--- src/hdl/lsfh_pkg.sv ---
package lsfh_pkg;

  // Default for the largest frame the data store is built for.
  localparam int MAX_DATA_BYTES_DEF = 8;

  // Depth of the event queue between the front and the back part.
  localparam int QUEUE_DEPTH = 2;

  // Protocol constants.
  localparam logic [7:0] SYNC_BYTE     = 8'h55;
  localparam logic [7:0] CLASSIC_PID_A = 8'h3C;
  localparam logic [7:0] CLASSIC_PID_B = 8'h7D;

  // Event codes as they arrive on the input stream.
  localparam logic [1:0] REQ_BREAK  = 2'd0;
  localparam logic [1:0] REQ_BYTE   = 2'd1;
  localparam logic [1:0] REQ_TXDONE = 2'd2;
  localparam logic [1:0] REQ_TICK   = 2'd3;

  // Frame status codes reported with each result word.
  localparam logic [2:0] ST_NONE    = 3'd0;
  localparam logic [2:0] ST_RXOK    = 3'd1;
  localparam logic [2:0] ST_RXBAD   = 3'd2;
  localparam logic [2:0] ST_SENT    = 3'd3;
  localparam logic [2:0] ST_ERR     = 3'd4;
  localparam logic [2:0] ST_TIMEOUT = 3'd5;

  // Configuration register indexes.
  localparam int CFG_ADDR_W = 3;
  localparam logic [CFG_ADDR_W-1:0] CFG_PID_RECEIVE   = 3'd0;
  localparam logic [CFG_ADDR_W-1:0] CFG_PID_RESPOND   = 3'd1;
  localparam logic [CFG_ADDR_W-1:0] CFG_RESPONSE_DATA = 3'd2;
  localparam logic [CFG_ADDR_W-1:0] CFG_DATA_LENGTH   = 3'd3;
  localparam logic [CFG_ADDR_W-1:0] CFG_TIMEOUT_TICKS = 3'd4;
  localparam logic [CFG_ADDR_W-1:0] CFG_SYNC_CHECK    = 3'd5;

  typedef enum logic [1:0] {
    EV_BREAK,
    EV_BYTE,
    EV_TXDONE,
    EV_TICK
  } ev_kind_t;

  typedef enum logic [2:0] {
    PH_IDLE,
    PH_SYNC,
    PH_PID,
    PH_RXDATA,
    PH_RXCHECK,
    PH_TXDATA,
    PH_TXCHECK
  } phase_t;

  typedef struct packed {
    logic [7:0]  pid_receive;
    logic [7:0]  pid_respond;
    logic [63:0] response_data;
    logic [3:0]  data_length;
    logic [7:0]  timeout_ticks;
    logic        sync_check;
  } cfg_t;

  // One classified event handed from the front to the back part.
  typedef struct packed {
    ev_kind_t   kind;
    logic [7:0] rx;
    logic       is_sync;
    logic       match_respond;
    logic       match_receive;
    logic       classic;
  } ev_t;

  // End-around 8-bit add: a carry out is folded back into bit zero.
  function automatic logic [7:0] add_ea(input logic [7:0] s, input logic [7:0] b);
    logic [8:0] t;
    t = {1'b0, s} + {1'b0, b};
    return t[7:0] + {7'd0, t[8]};
  endfunction

endpackage

--- src/hdl/lsfh_front.sv ---
module lsfh_front (
  input  logic            clk,
  input  logic            rst,
  input  lsfh_pkg::cfg_t  cfg,
  input  logic            s_tvalid,
  output logic            s_tready,
  input  logic [7:0]      s_tdata,   // rx_byte
  input  logic [1:0]      s_tuser,   // req_type
  output logic            ev_valid,
  input  logic            ev_ready,
  output lsfh_pkg::ev_t   ev
);
  import lsfh_pkg::*;

  ev_t ev_c;

  // Decode the event kind and precompute byte compares for the back part.
  always_comb begin
    ev_c.rx            = s_tdata;
    ev_c.is_sync       = (s_tdata == SYNC_BYTE);
    ev_c.match_respond = (s_tdata == cfg.pid_respond);
    ev_c.match_receive = (s_tdata == cfg.pid_receive);
    ev_c.classic       = (s_tdata == CLASSIC_PID_A) || (s_tdata == CLASSIC_PID_B);
    unique case (s_tuser)
      REQ_BREAK:  ev_c.kind = EV_BREAK;
      REQ_BYTE:   ev_c.kind = EV_BYTE;
      REQ_TXDONE: ev_c.kind = EV_TXDONE;
      default:    ev_c.kind = EV_TICK;
    endcase
  end

  // The register stage takes a new word whenever it is empty or drains.
  assign s_tready = !ev_valid || ev_ready;

  always_ff @(posedge clk) begin
    if (rst) begin
      ev_valid <= 1'b0;
    end else if (s_tready) begin
      ev_valid <= s_tvalid;
    end
  end

  always_ff @(posedge clk) begin
    if (s_tready && s_tvalid) begin
      ev <= ev_c;
    end
  end

endmodule

--- src/hdl/lsfh_queue.sv ---
module lsfh_queue (
  input  logic           clk,
  input  logic           rst,
  input  logic           wr_valid,
  output logic           wr_ready,
  input  lsfh_pkg::ev_t  wr_ev,
  output logic           rd_valid,
  input  logic           rd_ready,
  output lsfh_pkg::ev_t  rd_ev
);
  import lsfh_pkg::*;

  localparam int PTR_W = (QUEUE_DEPTH > 1) ? $clog2(QUEUE_DEPTH) : 1;
  localparam int CNT_W = $clog2(QUEUE_DEPTH + 1);

  ev_t              slots [QUEUE_DEPTH];
  logic [PTR_W-1:0] wr_ptr;
  logic [PTR_W-1:0] rd_ptr;
  logic [CNT_W-1:0] count;
  logic             push;
  logic             pop;

  assign wr_ready = (count != CNT_W'(QUEUE_DEPTH));
  assign rd_valid = (count != '0);
  assign rd_ev    = slots[rd_ptr];
  assign push     = wr_valid && wr_ready;
  assign pop      = rd_valid && rd_ready;

  // Pointers wrap at the queue depth, which need not be a power of two.
  always_ff @(posedge clk) begin
    if (rst) begin
      wr_ptr <= '0;
      rd_ptr <= '0;
      count  <= '0;
    end else begin
      if (push) begin
        wr_ptr <= (wr_ptr == PTR_W'(QUEUE_DEPTH - 1)) ? '0 : wr_ptr + 1'b1;
      end
      if (pop) begin
        rd_ptr <= (rd_ptr == PTR_W'(QUEUE_DEPTH - 1)) ? '0 : rd_ptr + 1'b1;
      end
      unique case ({push, pop})
        2'b10:   count <= count + 1'b1;
        2'b01:   count <= count - 1'b1;
        default: count <= count;
      endcase
    end
  end

  always_ff @(posedge clk) begin
    if (push) begin
      slots[wr_ptr] <= wr_ev;
    end
  end

endmodule

--- src/hdl/lsfh_back.sv ---
module lsfh_back #(
  parameter int MAX_DATA_BYTES = lsfh_pkg::MAX_DATA_BYTES_DEF
) (
  input  logic            clk,
  input  logic            rst,
  input  lsfh_pkg::cfg_t  cfg,
  input  logic            ev_valid,
  output logic            ev_ready,
  input  lsfh_pkg::ev_t   ev,
  output logic            m_tvalid,
  input  logic            m_tready,
  output logic [79:0]     m_tdata,   // tx_byte, frame_pid, frame_data
  output logic [3:0]      m_tuser    // tx_valid, frame_status
);
  import lsfh_pkg::*;

  localparam int IDX_W = (MAX_DATA_BYTES > 1) ? $clog2(MAX_DATA_BYTES) : 1;

  phase_t      phase;
  phase_t      phase_next;
  logic [3:0]  byte_index;
  logic [3:0]  byte_index_next;
  logic [7:0]  frame_id;
  logic [7:0]  frame_id_next;
  logic [7:0]  running_sum;
  logic [7:0]  running_sum_next;
  logic [7:0]  idle_counter;
  logic [7:0]  idle_counter_next;
  logic [7:0]  data_store [MAX_DATA_BYTES];

  logic        pop;
  logic [3:0]  len;
  logic [7:0]  resp_byte;
  logic [7:0]  cnt_dec;
  logic [3:0]  index_inc;
  logic        store_we;
  logic        txv;
  logic [7:0]  txb;
  logic [2:0]  status;
  logic [63:0] fdata;
  logic [7:0]  resp_part [8];
  logic [7:0]  pair_sum [4];
  logic [7:0]  quad_sum [2];
  logic [7:0]  resp_total;

  // An event is taken whenever the output register is free or drains.
  assign ev_ready = !m_tvalid || m_tready;
  assign pop      = ev_valid && ev_ready;

  // Effective frame length: zero counts as one, clamped to the store size.
  always_comb begin
    if (cfg.data_length == 4'd0) begin
      len = 4'd1;
    end else if (cfg.data_length > 4'(MAX_DATA_BYTES)) begin
      len = 4'(MAX_DATA_BYTES);
    end else begin
      len = cfg.data_length;
    end
  end

  assign resp_byte = cfg.response_data[{byte_index[2:0], 3'b000} +: 8];
  assign cnt_dec   = (idle_counter != 8'd0) ? idle_counter - 8'd1 : 8'd0;
  assign index_inc = byte_index + 4'd1;

  // End-around sum of the response bytes of one frame, built as a tree.
  // Bytes beyond the frame length enter as zero, which leaves the sum alone.
  always_comb begin
    for (int i = 0; i < 8; i++) begin
      resp_part[i] = (4'(i) < len) ? cfg.response_data[i*8 +: 8] : 8'd0;
    end
    for (int i = 0; i < 4; i++) begin
      pair_sum[i] = add_ea(resp_part[2*i], resp_part[2*i+1]);
    end
    quad_sum[0] = add_ea(pair_sum[0], pair_sum[1]);
    quad_sum[1] = add_ea(pair_sum[2], pair_sum[3]);
    resp_total  = add_ea(quad_sum[0], quad_sum[1]);
  end

  // Frame sequencer: next state and result word for the event at the head.
  always_comb begin
    phase_next        = phase;
    byte_index_next   = byte_index;
    frame_id_next     = frame_id;
    running_sum_next  = running_sum;
    idle_counter_next = idle_counter;
    store_we          = 1'b0;
    txv               = 1'b0;
    txb               = 8'd0;
    status            = ST_NONE;
    fdata             = 64'd0;
    if (pop) begin
      unique case (ev.kind)
        EV_BREAK: begin
          phase_next        = cfg.sync_check ? PH_SYNC : PH_PID;
          frame_id_next     = 8'd0;
          byte_index_next   = 4'd0;
          idle_counter_next = cfg.timeout_ticks;
        end
        EV_BYTE: begin
          unique case (phase)
            PH_IDLE: begin
            end
            PH_SYNC: begin
              if (ev.is_sync) begin
                phase_next        = PH_PID;
                idle_counter_next = cfg.timeout_ticks;
              end else begin
                status = ST_ERR;
              end
            end
            PH_PID: begin
              idle_counter_next = cfg.timeout_ticks;
              frame_id_next     = ev.rx;
              if (ev.match_respond) begin
                // The checksum covers the whole response, fixed at the PID.
                running_sum_next = add_ea(ev.classic ? 8'd0 : ev.rx, resp_total);
                txv              = 1'b1;
                txb              = cfg.response_data[7:0];
                byte_index_next  = 4'd1;
                phase_next       = (len <= 4'd1) ? PH_TXCHECK : PH_TXDATA;
              end else if (ev.match_receive) begin
                running_sum_next = ev.classic ? 8'd0 : ev.rx;
                byte_index_next  = 4'd0;
                phase_next       = PH_RXDATA;
              end else begin
                status = ST_ERR;
              end
            end
            PH_RXDATA: begin
              idle_counter_next = cfg.timeout_ticks;
              store_we          = 1'b1;
              running_sum_next  = add_ea(running_sum, ev.rx);
              byte_index_next   = index_inc;
              if (index_inc >= len) begin
                phase_next = PH_RXCHECK;
              end
            end
            PH_RXCHECK: begin
              idle_counter_next = cfg.timeout_ticks;
              for (int i = 0; i < MAX_DATA_BYTES; i++) begin
                if (4'(i) < len) begin
                  fdata[i*8 +: 8] = data_store[i];
                end
              end
              status = (ev.rx == ~running_sum) ? ST_RXOK : ST_RXBAD;
            end
            default: begin
              status = ST_ERR;
            end
          endcase
        end
        EV_TXDONE: begin
          unique case (phase)
            PH_IDLE: begin
            end
            PH_TXDATA: begin
              idle_counter_next = cfg.timeout_ticks;
              txv               = 1'b1;
              txb               = resp_byte;
              byte_index_next   = index_inc;
              if (index_inc >= len) begin
                phase_next = PH_TXCHECK;
              end
            end
            PH_TXCHECK: begin
              idle_counter_next = cfg.timeout_ticks;
              txv               = 1'b1;
              txb               = ~running_sum;
              status            = ST_SENT;
            end
            default: begin
              status = ST_ERR;
            end
          endcase
        end
        default: begin
          idle_counter_next = cnt_dec;
          if (phase != PH_IDLE && cnt_dec == 8'd0) begin
            status = ST_TIMEOUT;
          end
        end
      endcase
      // Any report ends the frame.
      if (status != ST_NONE) begin
        phase_next      = PH_IDLE;
        byte_index_next = 4'd0;
      end
    end
  end

  // Frame state registers.
  always_ff @(posedge clk) begin
    if (rst) begin
      phase        <= PH_IDLE;
      byte_index   <= 4'd0;
      frame_id     <= 8'd0;
      running_sum  <= 8'd0;
      idle_counter <= 8'd0;
    end else begin
      phase        <= phase_next;
      byte_index   <= byte_index_next;
      frame_id     <= frame_id_next;
      running_sum  <= running_sum_next;
      idle_counter <= idle_counter_next;
    end
  end

  // Received data bytes; only entries written in the current frame are read.
  always_ff @(posedge clk) begin
    if (store_we) begin
      data_store[byte_index[IDX_W-1:0]] <= ev.rx;
    end
  end

  // Output register decouples the sequencer from the result consumer.
  always_ff @(posedge clk) begin
    if (rst) begin
      m_tvalid <= 1'b0;
    end else if (ev_ready) begin
      m_tvalid <= ev_valid;
    end
  end

  always_ff @(posedge clk) begin
    if (pop) begin
      m_tdata <= {fdata, (txv || status != ST_NONE) ? frame_id_next : 8'd0, txb};
      m_tuser <= {status, txv};
    end
  end

  // The byte index never runs past the configured store size.
  assert property (@(posedge clk) disable iff (rst)
    byte_index <= 4'(MAX_DATA_BYTES))
    else $error("byte index beyond data store");

  // A break always opens a new header.
  assert property (@(posedge clk) disable iff (rst)
    (pop && ev.kind == EV_BREAK) |=> (phase == PH_SYNC || phase == PH_PID))
    else $error("break did not start a header");

  // Every report returns the sequencer to idle with a cleared index.
  assert property (@(posedge clk) disable iff (rst)
    (pop && status != ST_NONE) |=> (phase == PH_IDLE && byte_index == 4'd0))
    else $error("report did not end the frame");

  // Receive phases never drive a byte onto the bus.
  assert property (@(posedge clk) disable iff (rst)
    (pop && (phase == PH_RXDATA || phase == PH_RXCHECK || phase == PH_SYNC)) |-> !txv)
    else $error("transmit in a receive phase");

endmodule

--- src/hdl/lin_slave_frame_handler_unit.sv ---
// LIN slave frame engine. Each input word is one bus event (break, received
// byte, transmit done or tick) and yields exactly one result word carrying
// the byte to send, if any, and the frame status with its PID and data. A
// new event word is accepted every clock cycle while the output side is not
// stalled; a word passes an input register stage, a two-entry event queue
// and the sequencer's output register before its result word is presented
// on the output. While the output side takes its results, the sequencer
// handles one event per cycle and sets the sustained rate. The user writes
// configuration through cfg_we, cfg_addr and cfg_wdata only while no word is
// in flight inside the block; the block itself does not enforce this.
module lin_slave_frame_handler_unit #(
  parameter int MAX_DATA_BYTES = lsfh_pkg::MAX_DATA_BYTES_DEF
) (
  input  logic                          clk,
  input  logic                          rst,
  input  logic                          cfg_we,
  input  logic [lsfh_pkg::CFG_ADDR_W-1:0] cfg_addr,
  input  logic [63:0]                   cfg_wdata,
  input  logic                          s_tvalid,
  output logic                          s_tready,
  input  logic [7:0]                    s_tdata,   // rx_byte
  input  logic [1:0]                    s_tuser,   // req_type
  output logic                          m_tvalid,
  input  logic                          m_tready,
  output logic [79:0]                   m_tdata,   // tx_byte, frame_pid, frame_data
  output logic [3:0]                    m_tuser    // tx_valid, frame_status
);
  import lsfh_pkg::*;

  cfg_t cfg;
  ev_t  fr_ev;
  ev_t  q_ev;
  logic fr_valid;
  logic fr_ready;
  logic q_valid;
  logic q_ready;

  // Configuration registers.
  always_ff @(posedge clk) begin
    if (rst) begin
      cfg.pid_receive   <= 8'hF0;
      cfg.pid_respond   <= 8'hB1;
      cfg.response_data <= 64'h5F5E5D5C5B5A5958;
      cfg.data_length   <= 4'd8;
      cfg.timeout_ticks <= 8'd10;
      cfg.sync_check    <= 1'b0;
    end else if (cfg_we) begin
      unique case (cfg_addr)
        CFG_PID_RECEIVE:   cfg.pid_receive   <= cfg_wdata[7:0];
        CFG_PID_RESPOND:   cfg.pid_respond   <= cfg_wdata[7:0];
        CFG_RESPONSE_DATA: cfg.response_data <= cfg_wdata;
        CFG_DATA_LENGTH:   cfg.data_length   <= cfg_wdata[3:0];
        CFG_TIMEOUT_TICKS: cfg.timeout_ticks <= cfg_wdata[7:0];
        CFG_SYNC_CHECK:    cfg.sync_check    <= cfg_wdata[0];
        default: begin
        end
      endcase
    end
  end

  lsfh_front u_front (
    .clk      (clk),
    .rst      (rst),
    .cfg      (cfg),
    .s_tvalid (s_tvalid),
    .s_tready (s_tready),
    .s_tdata  (s_tdata),
    .s_tuser  (s_tuser),
    .ev_valid (fr_valid),
    .ev_ready (fr_ready),
    .ev       (fr_ev)
  );

  lsfh_queue u_queue (
    .clk      (clk),
    .rst      (rst),
    .wr_valid (fr_valid),
    .wr_ready (fr_ready),
    .wr_ev    (fr_ev),
    .rd_valid (q_valid),
    .rd_ready (q_ready),
    .rd_ev    (q_ev)
  );

  lsfh_back #(
    .MAX_DATA_BYTES (MAX_DATA_BYTES)
  ) u_back (
    .clk      (clk),
    .rst      (rst),
    .cfg      (cfg),
    .ev_valid (q_valid),
    .ev_ready (q_ready),
    .ev       (q_ev),
    .m_tvalid (m_tvalid),
    .m_tready (m_tready),
    .m_tdata  (m_tdata),
    .m_tuser  (m_tuser)
  );

endmodule

--- config.mk ---
export PLATFORM = sky130hd
export DESIGN_NAME = lin_slave_frame_handler_unit
export DESIGN_NICKNAME = d
export VERILOG_FILES = /design/src/hdl/lsfh_pkg.sv /design/src/hdl/lsfh_front.sv /design/src/hdl/lsfh_queue.sv /design/src/hdl/lsfh_back.sv /design/src/hdl/lin_slave_frame_handler_unit.sv
export SDC_FILE = /design/constraint.sdc
export NUM_CORES = 1
export LEC_CHECK = 0
export BUFFER_PORTS_ARGS = -buffer_cell sky130_fd_sc_hd__buf_4
export CAP_MARGIN = 20
export CORE_ASPECT_RATIO = 1.75
export CORE_UTILIZATION = 30
export CTS_CLUSTER_DIAMETER = 40
export DETAILED_ROUTE_END_ITERATION = 8
export GPL_TIMING_DRIVEN = 0
export PLACE_DENSITY_LB_ADDON = 0.15
export SLEW_MARGIN = 25
export SYNTH_ARGS = -nofsm -noshare
export SYNTH_HDL_FRONTEND = slang
export SYNTH_SLANG_ARGS = --single-unit
export TNS_END_PERCENT = 1
--- constraint.sdc ---
create_clock -name clk -period 10.9 [get_ports clk]
set_input_delay 1.635 -clock clk [delete_from_list [all_inputs] [get_ports clk]]
set_output_delay 1.635 -clock clk [all_outputs]
set_load 0.005 [all_outputs]
==> impl_metrics.xml, run 1 <==
<?xml version="1.0" encoding="UTF-8"?>
<metrics>
  <group name="hold_path">
    <metric name="hp-class" unit="">reg -&gt; reg</metric>
    <metric name="hold_wc_startpoint" unit="">u_front.ev[5]</metric>
  </group>
  <group name="critical_path">
    <metric name="worst_reg2reg_path_startpoint" unit="">cfg[11]</metric>
    <metric name="crit_top_cell" unit="">ha_1</metric>
    <metric name="worstSetupPathType" unit="">reg -&gt; reg</metric>
    <metric name="critical_path.slowest_cell" unit="">dfxtp_2</metric>
    <metric name="worst_path_largest_cell_delay" unit="ns">0.42</metric>
    <metric name="critical_path_required" unit="ns">11.40</metric>
    <metric name="timing.critical_path.arrival" unit="ns">10.65</metric>
    <metric name="setup.worst_path.end_class" unit="">register</metric>
    <metric name="timing.critical_path.fanout_max" unit="">8</metric>
    <metric name="startpoint" unit="">cfg[11]</metric>
    <metric name="timing.critical_path.from_type" unit="">register</metric>
  </group>
  <group name="yosys">
    <metric name="synth.lib_cells_used.distinct" unit="">77</metric>
    <metric name="post_synth_inst_count" unit="">1759</metric>
    <metric name="number_of_enable_flip_flop_cells_after_synthesis" unit="">190</metric>
    <metric name="dominant_register_cell_in_the_synthesized_netlist" unit="">edfxtp_1</metric>
    <metric name="postSynthNetCount" unit="">1951</metric>
    <metric name="async_flop_share" unit="">0</metric>
    <metric name="synth.top_cells.by_area" unit="">edfxtp_1 33%, dfxtp_1 15%, ha_1 7.2%</metric>
    <metric name="avgSynthCellArea" unit="um^2">9.93</metric>
    <metric name="synth_top_area_cell" unit="">edfxtp_1</metric>
    <metric name="yosysTopAreaCellShare" unit="">0.327</metric>
    <metric name="synth_warnings" unit="">0</metric>
    <metric name="yosysSeqAreaShare" unit="">0.477</metric>
    <metric name="synth_area" unit="mm^2">0.0175</metric>
    <metric name="synth_seq_cells" unit="">321</metric>
  </group>
  <group name="pwr">
    <metric name="power.density_cell_area" unit="mW/mm^2">261</metric>
    <metric name="finalPower" unit="mW">5.53</metric>
    <metric name="max-vdd-ir-drop" unit="mV">0.165</metric>
    <metric name="power_leakage" unit="nW">8.28</metric>
  </group>
  <group name="floorplan">
    <metric name="fp-row-count" unit="">116</metric>
    <metric name="initial_utilization" unit="">0.305</metric>
    <metric name="fp.dieW" unit="um">184</metric>
    <metric name="ioPinCount" unit="">168</metric>
    <metric name="floorplan.die_area" unit="mm^2">0.0592</metric>
    <metric name="die_height" unit="um">321</metric>
    <metric name="placeableCoreArea" unit="mm^2">0.0573</metric>
  </group>
  <group name="detailed_routing">
    <metric name="post_drt_wl_per_cell" unit="um">19.3</metric>
    <metric name="via_count" unit="">13400</metric>
    <metric name="drtIter0Drc" unit="">647</metric>
    <metric name="vias_per_cell" unit="">4.84</metric>
    <metric name="finalWirelength" unit="um">53400</metric>
    <metric name="remaining_drc_errors" unit="">0</metric>
    <metric name="ant_nets" unit="">0</metric>
    <metric name="drtPass1Iterations" unit="">5</metric>
  </group>
  <group name="cells_and_area">
    <metric name="final_common_cell" unit="">nand2_1</metric>
    <metric name="insertedDiodeCount" unit="">0</metric>
    <metric name="final_area" unit="mm^2">0.0212</metric>
    <metric name="nets" unit="">2155</metric>
    <metric name="fillCellCount" unit="">5794</metric>
    <metric name="post_route_cells_drive_above_1_share" unit="">0.142</metric>
    <metric name="syn_to_final_growth" unit="%">21.1</metric>
    <metric name="multi_input_comb_area" unit="mm^2">0.00869</metric>
    <metric name="layout_common_cells" unit="">210 x nand2_1, 190 x edfxtp_1, 168 x buf_4, 150 x nor2_1, 127 x dfxtp_1</metric>
    <metric name="seq_area" unit="mm^2">0.00833</metric>
  </group>
  <group name="placement">
    <metric name="placed_cell_area" unit="mm^2">0.0197</metric>
    <metric name="dp_hpwl" unit="um">43200</metric>
    <metric name="gpl.final_weighted_congestion" unit="">0.912</metric>
    <metric name="buffer_ports.inserted" unit="">163</metric>
  </group>
  <group name="sta">
    <metric name="timing.max_slew.rel_slack" unit="">0.444</metric>
    <metric name="max_freq" unit="MHz">98.5</metric>
    <metric name="period_needed" unit="ns">10.15</metric>
    <metric name="period_share" unit="">0.931</metric>
    <metric name="timing.hold.ws" unit="ns">0.442</metric>
    <metric name="slew_viol_final" unit="">0</metric>
    <metric name="setup_total_negative_slack" unit="ns">0</metric>
    <metric name="hold_viol_final" unit="">0</metric>
    <metric name="worstMarginPinSlew" unit="ns">0.832</metric>
    <metric name="finalSetupViolCount" unit="">0</metric>
    <metric name="fin_worst_skew" unit="ns">0.0239</metric>
    <metric name="rsz0062_at_grt" unit="">no</metric>
  </group>
  <group name="cts">
    <metric name="max-clock-path-buffers" unit="">3</metric>
    <metric name="htreeDepth" unit="">2</metric>
    <metric name="clock-sinks" unit="">321</metric>
    <metric name="cts.hold.buffers_added" unit="">0</metric>
    <metric name="tritoncts.num_buffers" unit="">37</metric>
    <metric name="insertion_delay" unit="ns">0.57</metric>
    <metric name="cts.root.buffer_cell" unit="">clkbuf_16</metric>
    <metric name="cts_tree" unit="">yes</metric>
    <metric name="clkTransAtPathRegs" unit="ns">0.07</metric>
  </group>
  <group name="global_route">
    <metric name="grt_overflow_total" unit="">0</metric>
    <metric name="grt_pass1_vias" unit="">13600</metric>
    <metric name="wire_length_of_the_first_global_routing_pass" unit="um">80100</metric>
    <metric name="initial_antenna_violation_count" unit="">0</metric>
    <metric name="grt_max_degree" unit="">33</metric>
    <metric name="grt_use_total" unit="">0.182</metric>
  </group>
  <group name="status">
    <metric name="outcome" unit="">finished clean</metric>
  </group>
  <group name="flow_run">
    <metric name="cap_violations" unit="">0</metric>
  </group>
</metrics>
==> worst max-delay path: cells and delay by family (launching register included) <==
kind | cells | cell delay, ns
simple gates | 10 | 1.33
fa+ha+maj | 12 | 3.13
xor+xnor | 3 | 0.49
buf+inv | 2 | 0.29
compound gates | 21 | 3.97
flops | 1 | 0.42
mux | 1 | 0.37
==> Yosys cell counts (all sizes together) (21+ instances only) <==
library cell,instances
a211oi,21
a21oi,109
and2,73
and3,27
clkbuf,78
dfxtp,131
edfxtp,190
ha,101
inv,57
mux2i,28
nand2,210
nand2b,26
nand3,26
nand3b,57
nor2,154
nor2b,56
nor3,31
o21ai,60
xnor2,76
xor2,32
==> flip-flops by register name (all words and copies together), names as in the netlist, named ones only <==
register and count:
cfg 93, u_back.byte_index 4, u_back.data_store 64, u_back.frame_id 8
u_back.idle_counter 8, u_back.m_tdata 80, u_back.m_tuser 4, u_back.m_tvalid 1
u_back.phase 3, u_back.running_sum 8, u_front.ev 14, u_front.ev_valid 1
u_queue.count 2, u_queue.rd_ptr 1, u_queue.slots 28, u_queue.wr_ptr 1
==> report_power, final <==
group | internal, mW | switching (mW)
sequential | 1.48 | 0.0598
clock | 0.751 | 0.562
combinational | 1.11 | 1.57
total | 3.33 | 2.19
==> stage by stage <==
stage | utilization | setup slack (ns) | instances
finish | 0.369 | 0.750 | 2759
global route | 0.369 | 0.0673 | 2759
CTS | 0.368 | 0.0435 | 2759
detailed placement | 0.344 | -0.926 | 2693
global placement | 0.343 | -0.815 | 2689
floorplan | - | 1.38 | 1759
==> timing repair <==
item,in CTS,in global routing
setup buffers,1,3
pin swaps,1,2
endpoints found under the setup margin,8,7
hold endpoints to repair,0,0
gates resized for setup,10,22
==> layout make-up <==
| type | count | area share |
|---|---|---|
| Tap cell | 767 | 0.0454 |
| Buffer | 80 | 0.0147 |
| Clock inverter | 27 | 0.0153 |
| Multi-Input combinational cell | 1295 | 0.411 |
| Timing Repair Buffer | 171 | 0.0630 |
| Sequential cell | 321 | 0.394 |
| Inverter | 57 | 0.0101 |
| Clock buffer | 41 | 0.0464 |
==> cells by family (layout without fill, tap and decap cells) <==
family                   Yosys count  in the layout  share of synthesized area
buffers and inverters            143            376                     0.0309
AND/OR/NAND/NOR                  719            719                      0.210
AO/OA/AOI/OAI                    316            316                      0.117
XOR/XNOR                         111            111                     0.0581
multiplexers                      39             39                     0.0251
adder cells (fa/ha/maj)          110            110                     0.0827
flip-flops                       321            321                      0.477
==> metal layers <==
| layer | global-route usage | up-vias | wire length, um |
|---|---|---|---|
| met5 | 0 | - | 0 |
| met4 | 0.0993 | 0 | 2920 |
| met3 | 0.0200 | 117 | 2000 |
| met2 | 0.351 | 339 | 28600 |
| met1 | 0.188 | 6245 | 19900 |
| li1 | - | 6657 | - |
==> final timing paths <==
path,slack (ns),cells after the start,endpoint
worst max-delay path,0.75,49,u_back.running_sum[5]
worst min-delay path,0.44,0,u_queue.slots[0][5]
worst max register to register,0.75,49,u_back.running_sum[5]
worst min register to register,0.44,0,u_queue.slots[0][5]
Note: power is estimated with default switching activity, not from simulation.
==> inputs of run 2 (changes only) <==
--- a/config.mk
+++ b/config.mk
@@ -12,6 +12,7 @@
 export CTS_CLUSTER_DIAMETER = 40
 export DETAILED_ROUTE_END_ITERATION = 8
 export GPL_TIMING_DRIVEN = 0
+export MAX_ROUTING_LAYER = met4
 export PLACE_DENSITY_LB_ADDON = 0.15
 export SLEW_MARGIN = 25
 export SYNTH_ARGS = -nofsm -noshare
==> run 2 against run 1 <==
  * Global-route usage is 0.58 points higher
  * Design area is 0.57% lower
  * Clock power fell by 6%
  * Clock skew fell by 0.0066 ns
  * Critical path depth unchanged
  * Combinational power about the same
  * Cell count down 0.18%
  * Sequential share of layout area grew 0.22 points
  * Die area stayed put
  * Largest cell class unchanged
==> impl_metrics.xml, run 2 (synthesis gave the netlist of run 1 again) <==
<?xml version="1.0" encoding="UTF-8"?>
<metrics>
  <group name="status">
    <metric name="outcome" unit="">finished clean</metric>
  </group>
  <group name="sta">
    <metric name="timing.hold.ws" unit="ns">0.450</metric>
    <metric name="fin_worst_skew" unit="ns">0.0173</metric>
    <metric name="period_share" unit="">0.938</metric>
    <metric name="hold_viol_final" unit="">0</metric>
    <metric name="timing.max_slew.rel_slack" unit="">0.318</metric>
    <metric name="max_freq" unit="MHz">97.8</metric>
    <metric name="worstMarginPinSlew" unit="ns">0.997</metric>
    <metric name="slew_viol_final" unit="">0</metric>
    <metric name="finalSetupViolCount" unit="">0</metric>
    <metric name="rsz0062_at_grt" unit="">no</metric>
    <metric name="period_needed" unit="ns">10.22</metric>
  </group>
  <group name="floorplan">
    <metric name="floorplan.die_area" unit="mm^2">0.0592</metric>
    <metric name="initial_utilization" unit="">0.305</metric>
    <metric name="fp-row-count" unit="">116</metric>
    <metric name="ioPinCount" unit="">168</metric>
    <metric name="die_height" unit="um">321</metric>
    <metric name="placeableCoreArea" unit="mm^2">0.0573</metric>
    <metric name="fp.dieW" unit="um">184</metric>
  </group>
  <group name="pwr">
    <metric name="power.density_cell_area" unit="mW/mm^2">259</metric>
    <metric name="power_frac_seq" unit="">0.283</metric>
    <metric name="psw" unit="mW">2.17</metric>
    <metric name="power_leakage" unit="nW">8.21</metric>
    <metric name="max-vdd-ir-drop" unit="mV">0.199</metric>
    <metric name="netSwitchingFraction" unit="">0.398</metric>
    <metric name="p_int" unit="mW">3.28</metric>
    <metric name="comb_power_share" unit="">0.492</metric>
    <metric name="p_clk_frac" unit="">0.225</metric>
  </group>
  <group name="detailed_routing">
    <metric name="ant_nets" unit="">0</metric>
    <metric name="finalWirelength" unit="um">53900</metric>
    <metric name="drtPass1Iterations" unit="">5</metric>
    <metric name="remaining_drc_errors" unit="">0</metric>
    <metric name="vias_per_cell" unit="">4.87</metric>
    <metric name="via_count" unit="">13400</metric>
    <metric name="post_drt_wl_per_cell" unit="um">19.6</metric>
    <metric name="drtIter0Drc" unit="">846</metric>
  </group>
  <group name="critical_path">
    <metric name="critical_path.slowest_cell" unit="">dfxtp_2</metric>
    <metric name="timing.critical_path.fanout_max" unit="">9</metric>
    <metric name="setup.worst_path.end_class" unit="">register</metric>
    <metric name="worst_reg2reg_path_startpoint" unit="">cfg[10]</metric>
    <metric name="timing.reg2reg.setup_slack" unit="ns">0.68</metric>
    <metric name="timing.critical_path.from_type" unit="">register</metric>
    <metric name="startpoint" unit="">cfg[10]</metric>
    <metric name="crit_top_cell" unit="">ha_1</metric>
    <metric name="critical_path_required" unit="ns">11.37</metric>
    <metric name="timing.critical_path.arrival" unit="ns">10.70</metric>
    <metric name="worst-r2r-cell-count" unit="">49</metric>
    <metric name="worstSetupPathType" unit="">reg -&gt; reg</metric>
    <metric name="worst_path_largest_cell_delay" unit="ns">0.41</metric>
  </group>
  <group name="cts">
    <metric name="cts.hold.buffers_added" unit="">0</metric>
    <metric name="cts.root.buffer_cell" unit="">clkbuf_16</metric>
    <metric name="clock-sinks" unit="">321</metric>
    <metric name="tritoncts.num_buffers" unit="">37</metric>
    <metric name="cts_tree" unit="">yes</metric>
    <metric name="htreeDepth" unit="">2</metric>
    <metric name="insertion_delay" unit="ns">0.54</metric>
    <metric name="clkTransAtPathRegs" unit="ns">0.06</metric>
    <metric name="max-clock-path-buffers" unit="">3</metric>
  </group>
  <group name="placement">
    <metric name="buffer_ports.inserted" unit="">163</metric>
    <metric name="dp_hpwl" unit="um">43700</metric>
    <metric name="placed_cell_area" unit="mm^2">0.0197</metric>
    <metric name="gpl.final_weighted_congestion" unit="">0.931</metric>
  </group>
  <group name="cells_and_area">
    <metric name="fillCellCount" unit="">5874</metric>
    <metric name="syn_to_final_growth" unit="%">20.4</metric>
    <metric name="final_area" unit="mm^2">0.0210</metric>
    <metric name="max_flop_register" unit="">cfg</metric>
    <metric name="layout_common_cells" unit="">210 x nand2_1, 190 x edfxtp_1, 165 x buf_4, 150 x nor2_1, 128 x dfxtp_1</metric>
    <metric name="multi_input_comb_area" unit="mm^2">0.00871</metric>
    <metric name="insertedDiodeCount" unit="">0</metric>
    <metric name="seq_area" unit="mm^2">0.00833</metric>
    <metric name="final_common_cell" unit="">nand2_1</metric>
    <metric name="largest_reg_flops" unit="">93</metric>
    <metric name="post_route_cells_drive_above_1_share" unit="">0.138</metric>
    <metric name="nets" unit="">2152</metric>
  </group>
  <group name="hold_path">
    <metric name="holdPathStages" unit="">0</metric>
    <metric name="hold_wc_startpoint" unit="">u_front.ev[11]</metric>
    <metric name="hp-class" unit="">reg -&gt; reg</metric>
  </group>
  <group name="global_route">
    <metric name="grt_max_degree" unit="">33</metric>
    <metric name="grt_pass1_vias" unit="">13700</metric>
    <metric name="initial_antenna_violation_count" unit="">1</metric>
    <metric name="wire_length_of_the_first_global_routing_pass" unit="um">80800</metric>
    <metric name="grt_use_total" unit="">0.188</metric>
    <metric name="grt_overflow_total" unit="">0</metric>
  </group>
  <group name="flow_run">
    <metric name="cap_violations" unit="">0</metric>
  </group>
</metrics>
[run 2: changes by cell type in the layout (fill, tap and decap cells not counted), moves of 2 or more]
cell,delta
buf_4,-3
clkinv_4,+3
xor2_1,-2
clkinv_1,-2
a21oi_1,-2
inv_8,-3
clkbuf_1,+6
clkbuf_8,-2
xor2_2,+2
clkinvlp_4,-2
a21oi_2,+2
[run 2: through the flow]
step	cells	setup TNS, ns	utilization	total power [mW]	worst slack, ns
after floorplan	1759	0	-	3.36	1.38
final	2754	0	0.367	5.45	0.677
after global routing	2754	0	0.367	5.82	0.0124
after global placement	2689	-1.90	0.343	4.19	-0.728
after CTS	2757	0	0.366	5.51	0.0127
after detailed placement	2693	-3.11	0.344	4.24	-0.908
[run 2: worst max-delay path, delay by kind of cell (launching register included)]
kind	cells	cell delay, ns
adders and majority gates	12	3.14
and+or+nand+nor	10	1.40
DFF	1	0.41
AOI/OAI and AO/OA	21	4.02
muxes	1	0.36
xor gates and xnor gates	3	0.50
buffers and inverters	2	0.30
[run 2: power by group through the flow]
stage          Combinational (mW)  Clock, mW  Sequential (mW)
3_5_place_dp                 2.67          0             1.57
3_3_place_gp                 2.59          0             1.60
5_1_grt                      2.96       1.31             1.55
6_report                     2.68       1.23             1.54
2_1_floorplan                1.78          0             1.58
4_1_cts                      2.70       1.26             1.54
[run 2: final cells by class]
type	instances	area share
Multi-Input combinational cell	1295	0.414
Sequential cell	321	0.396
Tap cell	767	0.0456
Clock inverter	21	0.0105
Inverter	57	0.0102
Timing Repair Buffer	168	0.0623
Clock buffer	45	0.0465
Buffer	80	0.0148
[run 2: path summary, 6_finish.rpt]
check                     endpoint
max          u_back.running_sum[5]
max reg2reg  u_back.running_sum[5]
min reg2reg   u_queue.slots[1][11]
min           u_queue.slots[1][11]
[run 2: metal layers]
layer | up-vias | track usage | routed length (um)
met1 | 6300 | 0.187 | 19900
li1 | 6630 | - | -
met2 | 385 | 0.358 | 29400
met5 | - | - | 0
met4 | 0 | 0.0909 | 2680
met3 | 101 | 0.0185 | 1970
[run 2: repair_timing]
item	4_1_cts	5_1_grt
pin swaps	1	0
gates resized for setup	10	23
buffers inserted	1	0
setup endpoints to repair	8	8
==> inputs of run 3 (changes only) <==
--- a/config.mk
+++ b/config.mk
@@ -13,7 +13,6 @@
 export DETAILED_ROUTE_END_ITERATION = 8
 export GPL_TIMING_DRIVEN = 0
 export MAX_ROUTING_LAYER = met4
-export PLACE_DENSITY_LB_ADDON = 0.15
 export SLEW_MARGIN = 25
 export SYNTH_ARGS = -nofsm -noshare
 export SYNTH_HDL_FRONTEND = slang
==> run 3 against run 2 <==
  * Worst hold slack got worse by 0.0042 ns
  * Critical path depth fell by 2
  * First-iteration DRC count fell by 14%
  * Sequential share of layout area rose by 0.067 points
  * Flip-flop and latch count did not move
  * Cell count fell by 0.15%
  * Largest cell class unchanged
  * Non-clock buffer count did not move
  * Setup slack improved by 0.012 ns
==> impl_metrics.xml, run 3 (synthesis gave the netlist of run 1 again) <==
<?xml version="1.0" encoding="UTF-8"?>
<metrics>
  <group name="pwr">
    <metric name="finalPower" unit="mW">5.45</metric>
    <metric name="power_leakage" unit="nW">8.21</metric>
    <metric name="power_frac_seq" unit="">0.282</metric>
    <metric name="power.density_cell_area" unit="mW/mm^2">259</metric>
    <metric name="netSwitchingFraction" unit="">0.402</metric>
    <metric name="comb_power_share" unit="">0.497</metric>
    <metric name="p_clk_frac" unit="">0.221</metric>
    <metric name="psw" unit="mW">2.19</metric>
    <metric name="max-vdd-ir-drop" unit="mV">0.227</metric>
    <metric name="p_int" unit="mW">3.25</metric>
  </group>
  <group name="floorplan">
    <metric name="initial_utilization" unit="">0.305</metric>
    <metric name="placeableCoreArea" unit="mm^2">0.0573</metric>
    <metric name="ioPinCount" unit="">168</metric>
    <metric name="floorplan.die_area" unit="mm^2">0.0592</metric>
    <metric name="die_height" unit="um">321</metric>
    <metric name="fp.dieW" unit="um">184</metric>
    <metric name="fp-row-count" unit="">116</metric>
  </group>
  <group name="critical_path">
    <metric name="timing.critical_path.max_delay_family" unit="">compound AO/OA/AOI/OAI gates</metric>
    <metric name="timing.critical_path.arrival" unit="ns">10.70</metric>
    <metric name="timing.critical_path.fanout_max" unit="">19</metric>
    <metric name="worstSetupPathType" unit="">reg -&gt; reg</metric>
    <metric name="worst_reg2reg_path_startpoint" unit="">cfg[12]</metric>
    <metric name="critical_path_buf_inv_count" unit="">2</metric>
    <metric name="critical_path.slowest_cell" unit="">dfxtp_2</metric>
    <metric name="timing.reg2reg.setup_slack" unit="ns">0.69</metric>
    <metric name="critical_path_required" unit="ns">11.39</metric>
    <metric name="timing.rr.end" unit="">u_back.running_sum[5]</metric>
    <metric name="crit_top_cell" unit="">ha_1</metric>
    <metric name="worst_path_largest_cell_delay" unit="ns">0.42</metric>
    <metric name="worst-r2r-cell-count" unit="">47</metric>
    <metric name="timing.critical_path.from_type" unit="">register</metric>
    <metric name="setup.worst_path.end_class" unit="">register</metric>
  </group>
  <group name="sta">
    <metric name="max_freq" unit="MHz">97.9</metric>
    <metric name="setup_total_negative_slack" unit="ns">0</metric>
    <metric name="rsz0062_at_grt" unit="">no</metric>
    <metric name="fin_worst_skew" unit="ns">0.0232</metric>
    <metric name="worst_slack" unit="ns">0.690</metric>
    <metric name="hold_viol_final" unit="">0</metric>
    <metric name="timing.hold.ws" unit="ns">0.446</metric>
    <metric name="period_needed" unit="ns">10.21</metric>
    <metric name="period_share" unit="">0.937</metric>
    <metric name="timing.max_slew.rel_slack" unit="">0.338</metric>
    <metric name="worstMarginPinSlew" unit="ns">0.968</metric>
    <metric name="slew_viol_final" unit="">0</metric>
    <metric name="finalSetupViolCount" unit="">0</metric>
  </group>
  <group name="status">
    <metric name="outcome" unit="">finished clean</metric>
  </group>
  <group name="cells_and_area">
    <metric name="largest_reg_flops" unit="">93</metric>
    <metric name="layout_common_cells" unit="">210 x nand2_1, 190 x edfxtp_1, 165 x buf_4, 149 x nor2_1, 127 x dfxtp_1</metric>
    <metric name="syn_to_final_growth" unit="%">20.2</metric>
    <metric name="final_common_cell" unit="">nand2_1</metric>
    <metric name="post_route_cells_drive_above_1_share" unit="">0.138</metric>
    <metric name="nets" unit="">2149</metric>
    <metric name="insertedDiodeCount" unit="">0</metric>
    <metric name="max_flop_register" unit="">cfg</metric>
    <metric name="final-instance-count-excl-fill" unit="">2750</metric>
  </group>
  <group name="detailed_routing">
    <metric name="via_count" unit="">13400</metric>
    <metric name="ant_nets" unit="">0</metric>
    <metric name="remaining_drc_errors" unit="">0</metric>
    <metric name="finalWirelength" unit="um">50900</metric>
    <metric name="post_drt_wl_per_cell" unit="um">18.5</metric>
    <metric name="drtIter0Drc" unit="">726</metric>
    <metric name="vias_per_cell" unit="">4.88</metric>
    <metric name="drtPass1Iterations" unit="">5</metric>
  </group>
  <group name="placement">
    <metric name="placedCellCount" unit="">2692</metric>
    <metric name="dp_hpwl" unit="um">41000</metric>
    <metric name="dp_slack" unit="ns">-0.825</metric>
    <metric name="buffer_ports.inserted" unit="">163</metric>
    <metric name="gpl.final_weighted_congestion" unit="">0.977</metric>
  </group>
  <group name="cts">
    <metric name="insertion_delay" unit="ns">0.56</metric>
    <metric name="max-clock-path-buffers" unit="">3</metric>
    <metric name="cts.hold.buffers_added" unit="">0</metric>
    <metric name="cts_tree" unit="">yes</metric>
    <metric name="clock-sinks" unit="">321</metric>
    <metric name="clkTransAtPathRegs" unit="ns">0.07</metric>
    <metric name="htreeDepth" unit="">2</metric>
    <metric name="cts.root.buffer_cell" unit="">clkbuf_16</metric>
    <metric name="tritoncts.num_buffers" unit="">34</metric>
  </group>
  <group name="hold_path">
    <metric name="hp-class" unit="">reg -&gt; reg</metric>
    <metric name="min_delay_worst_endpoint" unit="">u_queue.slots[0][2]</metric>
    <metric name="holdPathStages" unit="">0</metric>
    <metric name="hold_wc_startpoint" unit="">u_front.ev[2]</metric>
  </group>
  <group name="flow_run">
    <metric name="cap_violations" unit="">0</metric>
  </group>
  <group name="global_route">
    <metric name="wire_length_of_the_first_global_routing_pass" unit="um">76500</metric>
    <metric name="grt_max_degree" unit="">34</metric>
    <metric name="initial_antenna_violation_count" unit="">0</metric>
    <metric name="grt_use_total" unit="">0.178</metric>
    <metric name="grt_pass1_vias" unit="">13500</metric>
    <metric name="grt_overflow_total" unit="">0</metric>
  </group>
</metrics>
[run 3: changes by cell type in the layout (fill, tap and decap cells not counted), moves of 3 or more]
| cell | delta |
|---|---|
| clkbuf_16 | -4 |
| clkbuf_1 | -5 |
| clkinv_2 | +3 |
| clkinv_4 | -3 |
[run 3: routing by layer]
metal  up-vias  share of wire  GRT usage
met5         -              0          -
met4         0          0.056      0.102
met3       126          0.034     0.0199
met2       369           0.54      0.332
met1      6294           0.37      0.174
li1       6618              -          -
[run 3: final cells by class]
type                    count  area (um^2)
flip-flops and latches    321         8330
clock inverters            26          320
fillers                  5756        36300
multi-input cells        1295         8700
well taps                 767          960
repair buffers            168         1310
clock buffers              36          858
plain buffers              80          308
inverters                  57          214
[run 3: how the worst max path moves through the flow]
stage,start,endpoint,slack (ns),depth (start not counted)
2_1_floorplan,cfg[11],u_back.running_sum[5],1.38,49
3_3_place_gp,cfg[11],u_back.running_sum[5],-0.67,51
3_5_place_dp,cfg[11],u_back.running_sum[5],-0.83,51
4_1_cts,cfg[10],u_back.running_sum[5],0.08,50
5_1_grt,cfg[11],u_back.running_sum[5],0.08,48
6_report,cfg[12],u_back.running_sum[5],0.69,47
[run 3: stage by stage]
stage          instance area (um^2)  utilization
5_1_grt                       21000        0.366
3_5_place_dp                  19700        0.344
3_3_place_gp                  19700        0.343
4_1_cts                       20900        0.365
2_1_floorplan                 17500            -
6_report                      21000        0.366
[run 3: worst reg2reg max path: cells and delay by family, from the launching register on]
kind                       cells  cell delay, ns
xor gates and xnor gates       3            0.52
adders and majority gates     12            3.21
DFF                            1            0.42
muxes                          1            0.35
and+or+nand+nor                8            1.37
buffers and inverters          2            0.44
AOI/OAI and AO/OA             21            3.86
[run 3: power by group through the flow]
stage	clock network [mW]	registers [mW]	logic, mW
after floorplan	0	1.58	1.78
after global placement	0	1.59	2.54
after detailed placement	0	1.56	2.62
after CTS	1.24	1.54	2.65
after global routing	1.28	1.55	2.94
final	1.21	1.54	2.71
[run 3: what timing repair did]
item | CTS | global route
endpoints found under the setup margin | 8 | 6
pin swaps | 1 | 1
setup buffers | 1 | 1
endpoints found under the hold margin | 0 | 0
gates resized for setup | 7 | 21
